### src/sv/mhsi_pkg.sv
// Shared constants and lane control type for the magnetometer calibrator.
`timescale 1ns / 1ps

package mhsi_pkg;

   localparam int AXES                = 3;
   localparam int SAMPLE_BITS_DEF     = 16;
   localparam int SCALE_FRAC_BITS_DEF = 12;
   localparam int SCALE_BITS          = 16;

   typedef struct packed {
      logic update;   // fold the new sample into min/max
      logic start;    // load the divider
      logic step;     // one restoring-division step
   } lane_ctrl_type;

endpackage

### src/sv/mhsi_lane.sv
// One axis lane: running min/max, midpoint, span and a bit-serial scale divider.
`timescale 1ns / 1ps

module mhsi_lane #(
   parameter int SAMPLE_BITS     = mhsi_pkg::SAMPLE_BITS_DEF,
   parameter int SCALE_FRAC_BITS = mhsi_pkg::SCALE_FRAC_BITS_DEF
) (
   input  logic                                clock,
   input  logic                                reset,
   input  mhsi_pkg::lane_ctrl_type             ctrl,
   input  logic signed [SAMPLE_BITS-1:0]       sample,
   input  logic        [SAMPLE_BITS-1:0]       widest,
   output logic signed [SAMPLE_BITS-1:0]       offset,
   output logic        [SAMPLE_BITS-1:0]       span,
   output logic        [mhsi_pkg::SCALE_BITS-1:0] scale,
   output logic                                sat
);
   import mhsi_pkg::*;

   localparam int DIV_BITS  = SAMPLE_BITS + SCALE_FRAC_BITS;
   localparam int WIDE_BITS = (DIV_BITS > SCALE_BITS) ? DIV_BITS : SCALE_BITS;
   localparam logic signed [SAMPLE_BITS-1:0] MOST_NEG = {1'b1, {(SAMPLE_BITS-1){1'b0}}};
   localparam logic signed [SAMPLE_BITS-1:0] MOST_POS = {1'b0, {(SAMPLE_BITS-1){1'b1}}};

   logic signed [SAMPLE_BITS-1:0] max_ff, max_in;
   logic signed [SAMPLE_BITS-1:0] min_ff, min_in;
   logic        [DIV_BITS-1:0]    quo_ff, quo_in;
   logic        [SAMPLE_BITS-1:0] rem_ff, rem_in;
   logic signed [SAMPLE_BITS:0]   sum;
   logic signed [SAMPLE_BITS:0]   diff;
   logic        [SAMPLE_BITS:0]   trial;
   logic        [SAMPLE_BITS:0]   trial_diff;
   logic        [WIDE_BITS-1:0]   quo_wide;
   logic                          over;

   // Min/max tracking
   always_comb begin
      max_in = max_ff;
      min_in = min_ff;
      if (ctrl.update) begin
         if (sample > max_ff) max_in = sample;
         if (sample < min_ff) min_in = sample;
      end
   end

   always_ff @(posedge clock) begin
      if (reset) begin
         max_ff <= MOST_NEG;
         min_ff <= MOST_POS;
      end else begin
         max_ff <= max_in;
         min_ff <= min_in;
      end
   end

   // Floor midpoint is an arithmetic shift of the widened sum
   assign sum    = {max_ff[SAMPLE_BITS-1], max_ff} + {min_ff[SAMPLE_BITS-1], min_ff};
   assign offset = sum[SAMPLE_BITS:1];
   assign diff   = {max_ff[SAMPLE_BITS-1], max_ff} - {min_ff[SAMPLE_BITS-1], min_ff};
   assign span   = diff[SAMPLE_BITS] ? '0 : diff[SAMPLE_BITS-1:0];

   // Restoring division: quotient bits shift in as dividend bits shift out
   assign trial      = {rem_ff, quo_ff[DIV_BITS-1]};
   assign trial_diff = trial - {1'b0, span};

   always_comb begin
      quo_in = quo_ff;
      rem_in = rem_ff;
      if (ctrl.start) begin
         quo_in = {widest, {SCALE_FRAC_BITS{1'b0}}};
         rem_in = '0;
      end else if (ctrl.step) begin
         if (!trial_diff[SAMPLE_BITS]) begin
            rem_in = trial_diff[SAMPLE_BITS-1:0];
            quo_in = {quo_ff[DIV_BITS-2:0], 1'b1};
         end else begin
            rem_in = trial[SAMPLE_BITS-1:0];
            quo_in = {quo_ff[DIV_BITS-2:0], 1'b0};
         end
      end
   end

   always_ff @(posedge clock) begin
      quo_ff <= quo_in;
      rem_ff <= rem_in;
   end

   // Saturate on zero span or quotient overflow
   assign quo_wide = WIDE_BITS'(quo_ff);
   assign over     = |(quo_wide >> SCALE_BITS);
   assign sat      = (span == '0) || over;
   assign scale    = sat ? {SCALE_BITS{1'b1}} : quo_wide[SCALE_BITS-1:0];

endmodule

### src/sv/mhsi_merge.sv
// Merge stage: widest span across the lanes and the combined saturation flag.
`timescale 1ns / 1ps

module mhsi_merge #(
   parameter int SAMPLE_BITS = mhsi_pkg::SAMPLE_BITS_DEF
) (
   input  logic [SAMPLE_BITS-1:0]    span [mhsi_pkg::AXES],
   input  logic [mhsi_pkg::AXES-1:0] lane_sat,
   output logic [SAMPLE_BITS-1:0]    widest,
   output logic                      any_sat
);
   import mhsi_pkg::*;

   always_comb begin
      widest = '0;
      for (int a = 0; a < AXES; a++) begin
         if (span[a] > widest) widest = span[a];
      end
   end

   assign any_sat = |lane_sat;

endmodule

### src/sv/mag_hard_soft_iron_calibrator.sv
// Top level of the min/max hard-iron and soft-iron magnetometer calibrator.
`timescale 1ns / 1ps
//
// Usage:
//   Each request on req_ carries one three-axis sample (signed, 1/16 uT).
//   Each request gives exactly one response on rsp_: per-axis hard-iron
//   offsets floor((min+max)/2), per-axis soft-iron scales in unsigned Q4.12
//   (widest span / axis span) and a saturation flag on rsp_tuser.
// Sequence:
//   A request passes through the sequencer states in order: the accept edge
//   folds the sample into min/max, the merge state picks the widest span and
//   loads the dividers, the divide state runs the three lane dividers side by
//   side at one quotient bit per cycle, and the emit state loads the output
//   register once it is free. The bit-serial lane dividers set the rate: the
//   port reopens right after that load, so the block takes no new request
//   while one is still in flight.
// Reset:
//   Synchronous, active high. Maxima go to the most negative value and
//   minima to the most positive, so the first sample sets both.
// Stall:
//   A finished response waits in the output register while rsp_tready is
//   low; the next request may be accepted and worked on meanwhile, and only
//   its final load into the output register holds until the old one leaves.

module mag_hard_soft_iron_calibrator #(
   parameter int SAMPLE_BITS     = mhsi_pkg::SAMPLE_BITS_DEF,
   parameter int SCALE_FRAC_BITS = mhsi_pkg::SCALE_FRAC_BITS_DEF
) (
   input  logic clock,
   input  logic reset,
   // req_tdata, low bit up: sample_x, sample_y, sample_z, zero pad
   input  logic                                          req_tvalid,
   output logic                                          req_tready,
   input  logic [((mhsi_pkg::AXES*SAMPLE_BITS+7)/8)*8-1:0] req_tdata,
   // rsp_tdata, low bit up: offset_x, offset_y, offset_z,
   //                        scale_x, scale_y, scale_z, zero pad
   // rsp_tuser: scale_saturated
   output logic rsp_tvalid,
   input  logic rsp_tready,
   output logic [((mhsi_pkg::AXES*(SAMPLE_BITS+mhsi_pkg::SCALE_BITS)+7)/8)*8-1:0] rsp_tdata,
   output logic rsp_tuser
);
   import mhsi_pkg::*;

   localparam int REQ_BITS  = ((AXES*SAMPLE_BITS+7)/8)*8;
   localparam int RSP_BITS  = ((AXES*(SAMPLE_BITS+SCALE_BITS)+7)/8)*8;
   localparam int SCALE_LSB = AXES*SAMPLE_BITS;
   localparam int DIV_BITS  = SAMPLE_BITS + SCALE_FRAC_BITS;
   localparam int CNT_BITS  = $clog2(DIV_BITS+1);
   localparam logic [CNT_BITS-1:0] LAST_STEP = CNT_BITS'(DIV_BITS-1);
   localparam logic [SCALE_BITS-1:0] SCALE_MAX = {SCALE_BITS{1'b1}};

   typedef enum logic [1:0] {
      ST_IDLE,
      ST_MERGE,
      ST_DIVIDE,
      ST_EMIT
   } state_type;

   state_type               state_ff, state_in;
   logic [CNT_BITS-1:0]     cnt_ff, cnt_in;
   logic                    rsp_tvalid_ff, rsp_tvalid_in;
   logic [RSP_BITS-1:0]     rsp_tdata_ff, rsp_tdata_in;
   logic                    rsp_tuser_ff, rsp_tuser_in;
   logic                    req_accept;
   logic                    out_free;
   lane_ctrl_type           ctrl;

   logic signed [SAMPLE_BITS-1:0] lane_sample [AXES];
   logic signed [SAMPLE_BITS-1:0] lane_offset [AXES];
   logic        [SAMPLE_BITS-1:0] lane_span   [AXES];
   logic        [SCALE_BITS-1:0]  lane_scale  [AXES];
   logic        [AXES-1:0]        lane_sat;
   logic        [SAMPLE_BITS-1:0] widest;
   logic                          any_sat;
   logic [REQ_BITS-1:0]           req_data;

   assign req_tready = (state_ff == ST_IDLE);
   assign req_accept = req_tvalid && req_tready;
   assign out_free   = !rsp_tvalid_ff || rsp_tready;
   assign req_data   = req_tdata;

   // Lane controls follow the sequencer state
   assign ctrl.update = req_accept;
   assign ctrl.start  = (state_ff == ST_MERGE);
   assign ctrl.step   = (state_ff == ST_DIVIDE);

   // Three axis lanes working side by side
   for (genvar a = 0; a < AXES; a++) begin : g_lane
      assign lane_sample[a] = req_data[a*SAMPLE_BITS +: SAMPLE_BITS];

      mhsi_lane #(
         .SAMPLE_BITS     (SAMPLE_BITS),
         .SCALE_FRAC_BITS (SCALE_FRAC_BITS)
      ) u_lane (
         .clock  (clock),
         .reset  (reset),
         .ctrl   (ctrl),
         .sample (lane_sample[a]),
         .widest (widest),
         .offset (lane_offset[a]),
         .span   (lane_span[a]),
         .scale  (lane_scale[a]),
         .sat    (lane_sat[a])
      );
   end

   // Combine what the lanes found: widest span, any saturation
   mhsi_merge #(
      .SAMPLE_BITS (SAMPLE_BITS)
   ) u_merge (
      .span     (lane_span),
      .lane_sat (lane_sat),
      .widest   (widest),
      .any_sat  (any_sat)
   );

   // Pack the response word, offsets low, scales above them
   always_comb begin
      rsp_tdata_in = '0;
      for (int a = 0; a < AXES; a++) begin
         rsp_tdata_in[a*SAMPLE_BITS +: SAMPLE_BITS]          = lane_offset[a];
         rsp_tdata_in[SCALE_LSB + a*SCALE_BITS +: SCALE_BITS] = lane_scale[a];
      end
      rsp_tuser_in = any_sat;
   end

   // Sequencer: accept, merge, divide, then emit once the output is free
   always_comb begin
      state_in      = state_ff;
      cnt_in        = cnt_ff;
      rsp_tvalid_in = rsp_tvalid_ff && !rsp_tready;
      unique case (state_ff)
         ST_IDLE: begin
            if (req_accept) state_in = ST_MERGE;
         end
         ST_MERGE: begin
            cnt_in   = '0;
            state_in = ST_DIVIDE;
         end
         ST_DIVIDE: begin
            cnt_in = cnt_ff + 1'b1;
            if (cnt_ff == LAST_STEP) state_in = ST_EMIT;
         end
         ST_EMIT: begin
            if (out_free) begin
               rsp_tvalid_in = 1'b1;
               state_in      = ST_IDLE;
            end
         end
         default: state_in = ST_IDLE;
      endcase
   end

   always_ff @(posedge clock) begin
      if (reset) begin
         state_ff      <= ST_IDLE;
         cnt_ff        <= '0;
         rsp_tvalid_ff <= 1'b0;
      end else begin
         state_ff      <= state_in;
         cnt_ff        <= cnt_in;
         rsp_tvalid_ff <= rsp_tvalid_in;
         // Hold the payload until the response leaves
         if (state_ff == ST_EMIT && out_free) begin
            rsp_tdata_ff <= rsp_tdata_in;
            rsp_tuser_ff <= rsp_tuser_in;
         end
      end
   end

   assign rsp_tvalid = rsp_tvalid_ff;
   assign rsp_tdata  = rsp_tdata_ff;
   assign rsp_tuser  = rsp_tuser_ff;

`ifndef NO_ASSERTIONS
   // One request at a time: the port closes right after an accept
   a_one_at_a_time: assert property (@(posedge clock) disable iff (reset)
      req_tvalid && req_tready |=> !req_tready)
      else $error("request accepted while a previous one is in flight");

   // A saturated response carries at least one saturated scale
   a_sat_has_max: assert property (@(posedge clock) disable iff (reset)
      rsp_tvalid && rsp_tuser |->
         (rsp_tdata[SCALE_LSB +: SCALE_BITS] == SCALE_MAX) ||
         (rsp_tdata[SCALE_LSB + SCALE_BITS +: SCALE_BITS] == SCALE_MAX) ||
         (rsp_tdata[SCALE_LSB + 2*SCALE_BITS +: SCALE_BITS] == SCALE_MAX))
      else $error("saturation flag without a saturated scale");

   // Divider step count stays within the quotient width
   a_step_bound: assert property (@(posedge clock) disable iff (reset)
      state_ff == ST_DIVIDE |-> cnt_ff < CNT_BITS'(DIV_BITS))
      else $error("divider ran past the last quotient bit");
`endif

endmodule
### config.mk
export PLATFORM = sky130hd
export DESIGN_NAME = mag_hard_soft_iron_calibrator
export DESIGN_NICKNAME = d
export VERILOG_FILES = /design/src/sv/mhsi_pkg.sv /design/src/sv/mhsi_lane.sv /design/src/sv/mhsi_merge.sv /design/src/sv/mag_hard_soft_iron_calibrator.sv
export SDC_FILE = /design/constraint.sdc
export NUM_CORES = 1
export LEC_CHECK = 0
export ABC_AREA = 1
export BUFFER_PORTS_ARGS = -buffer_cell sky130_fd_sc_hd__buf_2
export CAP_MARGIN = 20
export CELL_PAD_IN_SITES_DETAIL_PLACEMENT = 1
export CELL_PAD_IN_SITES_GLOBAL_PLACEMENT = 1
export CORE_UTILIZATION = 35
export CTS_CLUSTER_DIAMETER = 60
export DETAILED_ROUTE_END_ITERATION = 16
export GPL_ROUTABILITY_DRIVEN = 0
export PLACE_DENSITY_LB_ADDON = 0.1
export SYNTH_ARGS = -nofsm -noshare
export SYNTH_HDL_FRONTEND = slang
export SYNTH_SLANG_ARGS = --single-unit
### constraint.sdc
create_clock -name clock -period 8.7 [get_ports clock]
set_input_delay 1.74 -clock clock [delete_from_list [all_inputs] [get_ports clock]]
set_output_delay 1.74 -clock clock [all_outputs]
set_load 0.02 [all_outputs]
# Word-level counts from Yosys, hierarchy flattened
# Index checks and enable logic that the tools add are counted.
# totals
register_bits	333
in_bits	52
wordCells	101
# classes
n_addsub	10
n_lt_le_gt_ge	9
n_eq_ne	7
muxes	25
bitwise_logic	1
n_reduce_logical	26
# ops
op	count
28-bit 2-to-1 mux	6
16-bit 2-to-1 mux	9
16-bit > comparator	5
16-bit by 16-bit adder with 17-bit output	3
16-bit by 16-bit subtractor with 17-bit output	3
17-bit by 16-bit subtractor with 17-bit output	3
16-bit logical NOT	3
16-bit less-than comparator	3
12-bit OR reduction	3
16-bit by 1-bit > comparator with 1-bit output (second input constant)	1
2-bit AND reduction	7
5-bit one-hot mux with 2 select lines	1
2-bit one-hot mux with 4 select lines	1
2-bit 2-to-1 mux	3
5-bit by 1-bit adder with 5-bit output (second input constant)	1
5-bit == test (second input constant)	1
1-bit 2-to-1 mux	5
2-bit == test (second input constant)	2
1-bit logical OR	4
2-bit by 1-bit inequality test with 1-bit output (second input constant)	2
1-bit logical AND	3
3-bit AND reduction	1
3-bit OR reduction	1
2-bit by 1-bit == test with 1-bit output (second input constant)	1
other kinds (5)	6

# Longest topological paths before layout
# Gate-level depths: netlist of run 1.
# depth
depth_word	9
mapped_depth	41
ltp_nobuf	37

# Hierarchy
# A second synthesis of run 1 with hierarchy kept.
# unflattened
cells_unflattened	3535
hier_area_um2	24996.5
# by_module_without_submodules
mod	n_inst	cells_per_inst	area_each_um2	seq_area_each_um2
mhsi_lane (g_lane[1].u_lane)	1	1059	6790.3	1681.6
mhsi_lane (g_lane[2].u_lane)	1	1036	6781.5	1681.6
mhsi_lane (g_lane[0].u_lane)	1	1037	6715.2	1681.6
mag_hard_soft_iron_calibrator	1	160	3375.7	3072.9
mhsi_merge	1	243	1333.8	0.0

# Worst setup path before layout of run 1
# Ideal clock, no wire load.
# synth_timing
kind	input-to-reg
start	input port reset
end	register rsp_tdata_ff[0] (netlist: rsp_tdata[0]) (enable)
setup_ns	0.555
t_arrival_ns	6.453
required_ns	8.145
setup_slack_ns	1.692
cell_stages	5
path_cell_list	inv_1 clkbuf_1 clkbuf_1 nand2_1 nor2_1
# synth_between
elab_chain_cells	2
# synth_lines
item	line_no	source
from (decl)	mag_hard_soft_iron_calibrator.sv:30	input logic reset,
1-bit inverter (no line)	--	
2-bit AND reduction (no line)	--	
to (signal assigned)	mag_hard_soft_iron_calibrator.sv:166	rsp_tdata_ff <= rsp_tdata_in;
to (decl)	mag_hard_soft_iron_calibrator.sv:63	logic [RSP_BITS-1:0] rsp_tdata_ff, rsp_tdata_in;
# Every way passes these cells.
# A chain may end at the register's enable or synchronous reset.

# Worst setup path after layout of run 1
# layout_timing
start	register g_lane[0].u_lane.max_ff[0]
end	register g_lane[2].u_lane.quo_ff[12] (data pin)
# layout_between
elab_chain_cells	9
# layout_lines
item	line_no	source
from (decl)	mhsi_lane.sv:25	logic signed [SAMPLE_BITS-1:0] max_ff, max_in;
from (signal assigned)	mhsi_lane.sv:51	max_ff <= max_in;
16-bit by 16-bit subtractor with 17-bit output (*)	mhsi_lane.sv:59	assign diff = {max_ff[SAMPLE_BITS-1], max_ff} - {min_ff[SAMPLE_BITS-1], min_ff};
16-bit 2-to-1 mux (*)	mhsi_lane.sv:60	assign span = diff[SAMPLE_BITS] ? '0 : diff[SAMPLE_BITS-1:0];
16-bit by 1-bit > comparator with 1-bit output	mhsi_merge.sv:17	if (span[a] > widest) widest = span[a];
16-bit 2-to-1 mux (*)	mhsi_merge.sv:17	
16-bit > comparator	mhsi_merge.sv:17	
16-bit 2-to-1 mux (*)	mhsi_merge.sv:17	
16-bit > comparator	mhsi_merge.sv:17	
16-bit 2-to-1 mux (*)	mhsi_merge.sv:17	
28-bit 2-to-1 mux (*)	mhsi_lane.sv:69	if (ctrl.start) begin
via g_lane[2].u_lane.quo_in[12]	mhsi_lane.sv:27	logic [DIV_BITS-1:0] quo_ff, quo_in;
to (signal assigned)	mhsi_lane.sv:84	quo_ff <= quo_in;
to (decl)	mhsi_lane.sv:27	
# The timed path passes the listed nets; every way through them passes the cells marked *.

==> results.yml, run 1 <==
status:
  outcome: "completed"
synth:
  syn_area_sq_um: 23800
  yosys_warnings: 0
  synth_edf_count: 145
  synth_top_area_cell: "edfxtp_1"
  synth_top_family_by_area: "simple AND/OR/NAND/NOR gates"
  synth_top_cell_area_share_pct: 18.3
  postSynthAreaPerCell_sq_um: 7.30
  synth_fa_ha_area_share_pct: 15.2
  synth-compound-area-share_pct: 12.5
  yosys-mux-area-fraction_pct: 0
  yosysSeqAreaShare_pct: 34.1
  synthFlopType: "dfxtp_1"
  synthArstFlopShare_pct: 0
  yosys_register_bits: 333
  yosysUniqueCellTypes: 50
  synth-xor-area-share_pct: 3.50
  synthCells: 3262
  syn_nets: 3597
  synthSimpleGateAreaFrac_pct: 25.5
  synth_area_leaders: "edfxtp_1 18%, dfxtp_1 16%, ha_1 14%"
clock_network:
  worstSkewPairLatency_ns: 0.62
  root_buffer: "clkbuf_16"
  cts_max_level: 2
  hold_buffers: 0
  clkTransAtPathRegs_ns: 0.06
  cts_buffers: 47
  cts_tree: "yes"
  cts_buffer_depth: 3
  postCtsSetupRepairBufs: 0
  post_cts_resized: 0
  clock_sinks: 333
routing:
  avgRoutedWirePerCell_microns: 17.5
  viasPerCell: 5.04
  ant_nets: 0
  via_count: 21600
  first_iter_violations: 897
  routed_wl_mm: 75.0
  first_pass_iters: 5
  post-route-drc-count: 0
sta:
  finClkSkew_ns: 0.0422
  rsz0062_at_grt: "no"
  tns_ns: 0
  slew_headroom_pct: 28.6
  tightest_slew_ns: 1.07
  period_needed_ns: 7.01
  maxSlewViolCount: 0
  setup_viol: 0
  hold_violations: 0
  timing.final.crit_share_pct: 80.5
  max_clock_freq_mhz: 143
placement:
  dp_hpwl_mm: 58.5
  port_buffers: 150
  dp.cells: 4199
worst_setup_path:
  crit_path_frequent_cell: "nand2_1"
  endpoint_kind: "register"
  critical_path_class: "register to register"
  r2r_cells: 29
  rrSetupSlack_ns: 1.69
  critPathSlowestCell: "nand2_1"
  cp_max_fo: 33
  start_kind: "register"
  arrival_ns: 7.34
  max_stage_delay_ns: 0.80
  cp.required_ns: 9.03
  r2r-end: "g_lane[2].u_lane.quo_ff[12]"
  critPathLaunch: "g_lane[0].u_lane.max_ff[0]"
  cp-endpoint: "g_lane[2].u_lane.quo_ff[12]"
  worstReg2RegStart: "g_lane[0].u_lane.max_ff[0]"
floorplanning:
  die_w_microns: 263
  start_util_pct: 35.4
  core_area_sq_um: 67300
  ios: 151
  dieArea_sq_um: 69100
  die_h_microns: 263
  num_rows: 95
final_layout:
  fillers: 8429
  fin_nets: 3711
  final_cell_mix: "880 x nand2_1, 460 x inv_1, 271 x ha_1"
  fin_cells: 4288
  layout-drive-gt1-share_pct: 8.52
  syn2layout_area_growth_pct: 13.2
  final_common_cell: "nand2_1"
global_route:
  grt_remaining_overflow: 0
  antenna_found_initial: 1
  grt_pass1_wl_mm: 122
  grt_max_degree: 82
  grt_pass1_vias: 22900
  track_usage_pct: 21.7
hold_path:
  min_from: "g_lane[2].u_lane.quo_ff[1]"
  hp-class: "register to register"
flow_run:
  cap_violations: 0
## through the flow
| stage | setup slack (ns) | area (sq um) | hold slack (ns) | utilization [%] |
|---|---|---|---|---|
| final | 1.69 | 26900 | 0.473 | 40.1 |
| after global routing | 0.941 | 26900 | 0.498 | 40.1 |
| after CTS | 1.75 | 26900 | 0.481 | 40.0 |
| after detailed placement | 1.80 | 25300 | 0.473 | 37.6 |
| after global placement | 1.94 | 25300 | 0.466 | 37.6 |
| after floorplan | 1.69 | 23800 | 0.445 | - |
## layer usage
metal	wire [microns]	global-route usage, %	vias to the layer above	part of all wire (%)
li1	-	-	10900	-
met1	35800	28.6	10300	48
met2	35300	37.2	307	47
met3	2220	2.71	110	3.0
met4	1730	6.06	0	2.3
met5	0	0	-	0
## synth_stat cells, types with 8 or more instances
cell type    n
nand2_1    880
inv_1      462
ha_1       274
a21oi_1    262
nor2_1     231
dfxtp_1    188
o21ai_0    173
nand3_1    170
edfxtp_1   145
xor2_1      85
clkbuf_1    62
nand4_1     34
nor3_1      33
o211ai_1    33
buf_2       21
nand3b_1    18
or2_1       18
nand2_2     15
o21ai_1     14
or2_2       13
nor4_1      12
a21o_1      11
xnor2_1     10
a31oi_1      9
fa_1         9
o31ai_1      8
## cell families after synthesis
family,count (synthesis)
and+or+nand+nor,1445
buffers and inverters,560
AOI/OAI and AO/OA,546
DFF,333
adders and majority gates,283
xor gates and xnor gates,95
## worst max-delay path: cells and delay by family (launching register included)
kind            cells  cell delay (ns)
flops               1             0.37
simple gates       19             4.12
buf+inv             4             0.40
compound gates      2             0.55
fa+ha+maj           4             1.27
## worst min path at each step
stage | endpoint | depth (start not counted)
after floorplan | g_lane[2].u_lane.quo_ff[10] | 2
after global placement | g_lane[2].u_lane.quo_ff[6] | 2
after detailed placement | g_lane[2].u_lane.quo_ff[9] | 2
after CTS | g_lane[2].u_lane.quo_ff[2] | 2
after global routing | g_lane[1].u_lane.rem_ff[15] | 2
final | g_lane[2].u_lane.quo_ff[2] | 2
## area by class of cell
class | instances | area, sq um | area share, %
diodes | 1 | 2.50 | 0.00929
clock buffers | 71 | 1390 | 5.15
clock inverters | 16 | 235 | 0.873
inverters | 464 | 1740 | 6.46
multi-input cells | 2369 | 13500 | 50.2
flip-flops and latches | 333 | 8120 | 30.1
well taps | 873 | 1090 | 4.05
repair buffers | 161 | 841 | 3.12
## state kept, by name, indices dropped and copies added, names as in the netlist
register              count
g_lane.u_lane.quo_ff     84
rsp_tuser                 1
g_lane.u_lane.rem_ff     48
g_lane.u_lane.max_ff     48
rsp_tdata                96
g_lane.u_lane.min_ff     48
cnt_ff                    5
rsp_tvalid                1
state_ff                  2
Power of run 1 is not shown: default switching activity piles up to over one toggle a cycle in this logic, so the estimate is an artifact.
==> run 2, diff against run 1 <==
Clock period 8.7 ns to 6.7 ns, I/O delays scaled along.
==> run 2 against run 1 <==
Effect of this change: final area is 0.76% higher; clock-buffer cell count fell by 9; utilization rose by 0.30 points; worst hold slack worse by 0.0020 ns; register-to-register slack got worse by 1.1 ns; critical path depth up 3; routed wire length rose by 0.45%; setup slack worse by 1.1 ns; non-clock buffer count is 7 higher; sequential cell count stayed put; die area did not move; global-route usage grew 0.12 points.
==> results.yml, run 2 (synthesis gave the netlist of run 1 again) <==
status:
  outcome: "completed"
worst_setup_path:
  endpoint_kind: "register"
  critical_path_class: "register to register"
  crit_path_frequent_cell: "nand2_1"
  max_stage_delay_ns: 0.43
  cp_max_fo: 31
  arrival_ns: 6.47
  path_delay_family: "simple AND/OR/NAND/NOR gates"
  start_kind: "register"
  crit_buf_inv: 5
  cp.required_ns: 7.05
  critPathSlowestCell: "fa_1"
routing:
  first_iter_violations: 1004
  post-route-drc-count: 0
  routed_wl_mm: 75.4
  avgRoutedWirePerCell_microns: 17.5
  viasPerCell: 5.03
  via_count: 21600
  first_pass_iters: 5
  ant_nets: 0
hold_path:
  hp-class: "register to register"
clock_network:
  clock_sinks: 333
  cts_tree: "yes"
  cts_max_level: 2
  clkTransAtPathRegs_ns: 0.06
  cts_buffers: 49
  worstSkewPairLatency_ns: 0.62
  root_buffer: "clkbuf_16"
  cts_buffer_depth: 3
global_route:
  antenna_found_initial: 0
  grt_pass1_vias: 22700
  grt_pass1_wl_mm: 122
  grt_max_degree: 89
  grt_remaining_overflow: 0
  track_usage_pct: 21.9
floorplanning:
  die_w_microns: 263
  num_rows: 95
  die_h_microns: 263
  start_util_pct: 35.4
  dieArea_sq_um: 69100
  core_area_sq_um: 67300
  ios: 151
final_layout:
  fin_util_pct: 40.4
  layout-drive-gt1-share_pct: 8.96
  antenna_cells: 0
  fin_nets: 3720
  final_common_cell: "nand2_1"
  final_cell_mix: "879 x nand2_1, 459 x inv_1, 271 x ha_1"
  largest_reg_flops: 96
  syn2layout_area_growth_pct: 14.1
sta:
  tightest_slew_ns: 1.02
  period_needed_ns: 6.12
  timing.final.crit_share_pct: 91.4
  tns_ns: 0
  rsz0062_at_grt: "no"
  maxSlewViolCount: 0
  max_clock_freq_mhz: 163
  setup_viol: 0
  finClkSkew_ns: 0.0312
  hold_violations: 0
  slew_headroom_pct: 32.0
flow_run:
  cap_violations: 0
placement:
  port_buffers: 150
  dp_hpwl_mm: 59.1
-- run 2: stage by stage --
stage	instances	area, sq um	hold slack [ns]	setup slack (ns)
2_1_floorplan	3262	23800	0.445	0.0922
3_3_place_gp	4204	25300	0.462	0.801
3_5_place_dp	4205	25400	0.465	0.494
4_1_cts	4297	27100	0.478	0.492
5_1_grt	4299	27200	0.508	0.00388
6_report	4299	27200	0.471	0.579
-- run 2: cell type report --
| cell class | instances | area (sq um) |
|---|---|---|
| Timing Repair Buffer | 168 | 913 |
| Fill cell | 8392 | 40100 |
| Inverter | 464 | 1740 |
| Clock inverter | 30 | 419 |
| Tap cell | 873 | 1090 |
| Multi-Input combinational cell | 2369 | 13500 |
| Sequential cell | 333 | 8120 |
| Clock buffer | 62 | 1340 |
-- run 2: path summary, 6_finish.rpt --
check | startpoint | endpoint | slack [ns] | cells past startpoint
worst max-delay path | g_lane[0].u_lane.max_ff[0] | g_lane[1].u_lane.quo_ff[14] | 0.58 | 32
worst min-delay path | g_lane[2].u_lane.quo_ff[9] | g_lane[2].u_lane.quo_ff[10] | 0.47 | 2
worst max register to register | g_lane[0].u_lane.max_ff[0] | g_lane[1].u_lane.quo_ff[14] | 0.58 | 32
worst min register to register | g_lane[2].u_lane.quo_ff[9] | g_lane[2].u_lane.quo_ff[10] | 0.47 | 2
-- run 2: routing by layer --
| metal | wire length [microns] | share of wire [%] | GRT usage [%] |
|---|---|---|---|
| met5 | 0 | 0 | 0 |
| met4 | 1460 | 1.9 | 5.34 |
| met3 | 2360 | 3.1 | 2.60 |
| met2 | 36300 | 48 | 38.3 |
| met1 | 35300 | 47 | 28.4 |
-- run 2: worst min-delay path, stage by stage (launching register included) --
cell	delay, ns
dfxtp_1	0.30
inv_1	0.06
a21oi_1	0.06
-- run 2: repair_timing --
action,CTS,global route
hold buffers,0,0
resized for setup,0,1
buffers inserted,0,0
setup endpoints to repair,0,24
Power of run 2 is left out for the same reason.
